$ cat config.mk
export PLATFORM = sky130hd
export DESIGN_NAME = dgvb_mul
export DESIGN_NICKNAME = d
export VERILOG_FILES = /design/src/hdl/dgvb_pkg.sv /design/src/hdl/dgvb_mul.sv
export SDC_FILE = /design/constraint.sdc
export NUM_CORES = 2
export LEC_CHECK = 0
export ABC_AREA = 1
export BUFFER_PORTS_ARGS = -buffer_cell sky130_fd_sc_hd__buf_2
export CELL_PAD_IN_SITES_DETAIL_PLACEMENT = 2
export CELL_PAD_IN_SITES_GLOBAL_PLACEMENT = 2
export CORE_MARGIN = 1
export CORE_UTILIZATION = 40
export CTS_CLUSTER_SIZE = 14
export DETAILED_ROUTE_END_ITERATION = 10
export HOLD_SLACK_MARGIN = 0.12
export PLACE_DENSITY = 0.9
export SLEW_MARGIN = 20
export SYNTH_ARGS = -nofsm -noshare
export SYNTH_HDL_FRONTEND = slang
export SYNTH_SLANG_ARGS = --single-unit
$ cat constraint.sdc
create_clock -name clk -period 8.7 [get_ports clk]
set_input_delay 0.87 -clock clk [delete_from_list [all_inputs] [get_ports clk]]
set_output_delay 0.87 -clock clk [all_outputs]
set_load 0.05 [all_outputs]
$ cat src/hdl/dgvb_pkg.sv
// Shared types, constants and rounding helper for the vertex blend core.
// No dependencies; imported by dgvb_mul, the top level and the bench.
package dgvb_pkg;

  localparam int WORDS_PER_NODE = 12;

  // command codes of an input word
  localparam logic CMD_LOAD      = 1'b0;  // store one transform word
  localparam logic CMD_NEIGHBOUR = 1'b1;  // one neighbour of a vertex

  typedef logic signed [31:0] word_t;   // Q16.16 word
  typedef logic signed [55:0] acc_t;    // Q24.32 blend sum
  typedef logic signed [63:0] prod_t;   // full product
  typedef logic signed [65:0] dsum_t;   // sum of three products

  // Q24.32 -> Q16.16: floor((a + 2^15) / 2^16), saturated to 32 bits
  function automatic word_t acc_round(input acc_t a);
    logic signed [56:0] s;
    logic signed [40:0] q;
    word_t res;
    s = {a[55], a} + 57'sd32768;
    q = s[56:16];
    if (q[40:31] == {10{q[40]}}) begin
      res = q[31:0];
    end else begin
      res = q[40] ? 32'sh8000_0000 : 32'sh7fff_ffff;
    end
    return res;
  endfunction

endpackage

$ cat src/hdl/dgvb_mul.sv
// Shared signed 32x32 multiplier with registered product.
// Depends on dgvb_pkg.
module dgvb_mul (
  input  logic           clk,
  input  logic           en,
  input  dgvb_pkg::word_t a,
  input  dgvb_pkg::word_t b,
  output dgvb_pkg::prod_t p
);
  import dgvb_pkg::*;

  prod_t p_r;

  always_ff @(posedge clk) begin
    if (en) begin
      p_r <= prod_t'(a) * prod_t'(b);
    end
  end

  assign p = p_r;

endmodule

## Word-level counts from Yosys, hierarchy flattened

Index checks and enable logic that the tools add are counted.

- Word-level logic and storage cells: 2
- Output and inout port bits: 64
- Register bits: 64
- Input bits: 66

- $mul: 1

Operators with widths:

| cell | number |
|---|---|
| 32-bit by 32-bit multiplier with 64-bit output | 1 |

## Logic depth before layout (Yosys ltp)

- Word-level depth: 1
- Mapped depth: 31
- Depth with buffers taken out: 30

## Worst setup path before layout

Ideal clock, no wire load.

- Kind: input -> register
- Start: in a[31]
- End: reg p_r[59] (netlist: p[59]), data pin
- Setup time: 253 ps
- Setup slack: 1045 ps
- Required time: 8447 ps
- Cell stages on the path: 27
- Data arrival time: 7402 ps
- Path buffers: 1
- Cells stage by stage: clkbuf_1 > nand2_1 > inv_1 > fa_1 > inv_1 > fa_1 > inv_1 > fa_1 > fa_1 > inv_1 > fa_1 > inv_1 > fa_1 > inv_1 > fa_1 > fa_1 > inv_1 > ha_1 > nand2_2 > nor2_1 > inv_1 > nor2_1 > nand2_1 > nor3_1 > nand2_1 > nand4_1 > nand2_1

- Longest elaborated chain between the ends: 1

Ends and longest elaborated chain:

| element | line | text |
|---|---|---|
| from (decl) | dgvb_mul.sv:6 | `input dgvb_pkg::word_t a,` |
| 32-bit by 32-bit multiplier with 64-bit output | dgvb_mul.sv:16 | `p_r <= prod_t'(a) * prod_t'(b);` |
| to (signal assigned) | dgvb_mul.sv:16 |  |
| to (decl) | dgvb_mul.sv:12 | `prod_t p_r;` |

No other way between the ends.
A chain may end at the register's enable or synchronous reset.

## Worst setup path in the final report

- Start: in a[10]
- End: reg p_r[26] (netlist: p[26]), data pin

The elaborated chain is that of the path after synthesis.

==> flow_summary.toml <==
[global_routing]
grt_max_degree = 65
grt_pass1_wl_microns = 296000
grt_pass1_vias = 44400
overflow = 0
grt_antenna_before_repair = 16
grt_usage_pct = 40.1

[synth]
netlist_instances = 5124
synth_cell_type_count = 27
ys_ff_latch = 64
syn_nets = 6456
syn_avg_cell_area_sq_um = 7.97
ys_seq_area_share_pct = 4.71
syn_area_sq_um = 40800
ys_warn_count = 0

[final_layout]
layout_commonest_cell = "inv_1"
fin_cells = 6526
largest_register_ffs = 64
final_layout_size_suffix_gt1_share_pct = 6.20
nets = 6489
final_cell_mix = "inv_1 (1,689), nand2_1 (1,503), fa_1 (1,078)"
area_growth_pct = 6.63

[routing]
vias = 35900
initialDrtViolationCount = 2704
vias_per_cell = 5.50
post_drt_wl_per_cell_microns = 31.0
drtAntennaViolNets = 0
drc_errors = 0
drt_wl_total_microns = 202000
drtPass1Iterations = 5

[cts]
cts_made_buffers = 9
cts_tree = "done"
numClockSinks = 64
h-tree-depth = 3
clockBufferDepth = 2
cts_root_buf = "clkbuf_16"
cts.clk_slew.worst_paths_ns = 0.07

[setup_path]
endpoint = "p[26]"
crit_path_max_fanout = 12
startpoint = "a[10]"
start_kind = "primary input"
end_kind = "flip-flop"
worstPathArrival_ns = 8.78
crit_type = "in2reg"
required_ns = 8.82

[placed_design]
numPortBuffers = 129
pre_cts_ws_ns = -0.303
finalWeightedCongestion = 0.877
dp.final_hpwl_microns = 168000
dp_cells = 6495

[sta]
fin_crit_sh_pct = 99.6
holdWs_ns = 1.10
slew_headroom_pct = 29.4
min_period_ns = 8.66
grt_setup_unrepaired = "false"
drv_slew = 0
final-setup-viol-count = 0
fin_ws_ns = 0.0382
timing_hold_violations_final = 0
fmax_mhz = 115
tns_ns = 0
worstMarginPinSlew_ns = 1.06

[floorplanning]
fp.dieH_microns = 322
die_area_sq_um = 103000
num_rows = 116
coreArea_sq_um = 101000
ios = 130
die_x_microns = 322
start_util_pct = 40.6

[worst_hold_path]
hp-class = "in2reg"

[job]
drv_cap = 0

[run_status]
status = "finished, final reports clean"
==> logic make-up (layout without fill, tap and decap cells) <==
kind of cell	count (synthesis)	after routing	synth area share, %
buf+inv	1892	1930	17.4
simple gates	1773	1773	17.3
fa+ha+maj	1266	1266	58.7
compound gates	95	95	1.24
flops	64	64	4.71
xor+xnor	34	34	0.729
other cells	0	7	0
==> worst min-delay path by stage <==
stage | cells past startpoint | startpoint | to | slack (ns)
CTS | 3 | b[0] | p[0] | 1.09
finish | 3 | b[0] | p[0] | 1.10
global placement | 1 | p[1] | p[1] | 1.41
detailed placement | 1 | p[34] | p[34] | 1.41
floorplan | 0 | en | p[0] | 0.98
global route | 3 | b[0] | p[0] | 1.13
==> metrics by stage <==
step                      utilization [%]  cell area (sq um)
after detailed placement             42.8              43100
after floorplan                         -              40800
after global placement               42.8              43100
after global routing                 43.3              43500
after CTS                            43.2              43400
final                                43.3              43600
==> worst max-delay path, stage by stage <==
cell	delay, ns
clkbuf_4	0.29
buf_4	0.27
buf_4	0.24
nand2_1	0.08
inv_1	0.27
fa_1	0.61
inv_1	0.16
fa_1	0.47
fa_1	0.56
inv_1	0.08
fa_1	0.44
fa_1	0.49
fa_1	0.57
fa_1	0.70
fa_2	0.59
ha_1	0.52
nand2_1	0.21
nor2_2	0.22
nand2_1	0.20
nor2_1	0.25
nand2_1	0.12
nand3_2	0.13
xor2_1	0.41
==> per-layer routing <==
metal | up-vias | wire, microns | track usage, %
met1 | 18800 | 66500 | 41.7
li1 | 14100 | - | -
met3 | 1007 | 14400 | 8.80
met4 | 18 | 18900 | 31.6
met5 | - | 115 | 0
met2 | 1990 | 102000 | 70.2
==> synthesized netlist by cell type <==
cell	instances	area, sq um
nand3_2	6	60.1
nand2_2	21	131
nor3_1	11	55.1
o21ai_1	4	20.0
o21ai_0	17	85.1
clkbuf_1	192	721
o21a_1	1	7.51
nor2_2	31	194
o21bai_1	8	60.1
nor2_4	3	33.8
ha_1	184	2300
inv_2	8	30.0
xnor2_1	3	26.3
nand3b_1	6	45.0
a21oi_1	62	310
nand4_1	13	81.3
nor2_1	93	349
nand3_1	73	365
edfxtp_1	64	1920
xor2_1	31	272
a21o_1	2	15.0
inv_1	1692	6350
a21oi_2	1	8.76
nand2_1	1504	5650
nor3_2	5	50.1
fa_1	1082	21700
or2_2	7	43.8
==> what timing repair did <==
| item | in CTS | in global routing |
|---|---|---|
| buffers inserted | 3 | 5 |
| gates resized for setup | 2 | 22 |
| hold endpoints to repair | 0 | 0 |
| hold buffers | 0 | 0 |
| endpoints found under the setup margin | 1 | 30 |
==> final cells by class <==
class                      count  area, sq um
sequential                    64         1920
inverter                    1700         6390
tap                         1357         1700
timing repair buffer         214         1340
antenna                        7         17.5
clock buffer                   9          225
multi-input combinational   3168        31800
fill                       11600        57000
clock inverter                 7          119
Power is not shown: default switching activity piles up to over one toggle a cycle in this logic, so the estimate is an artifact.
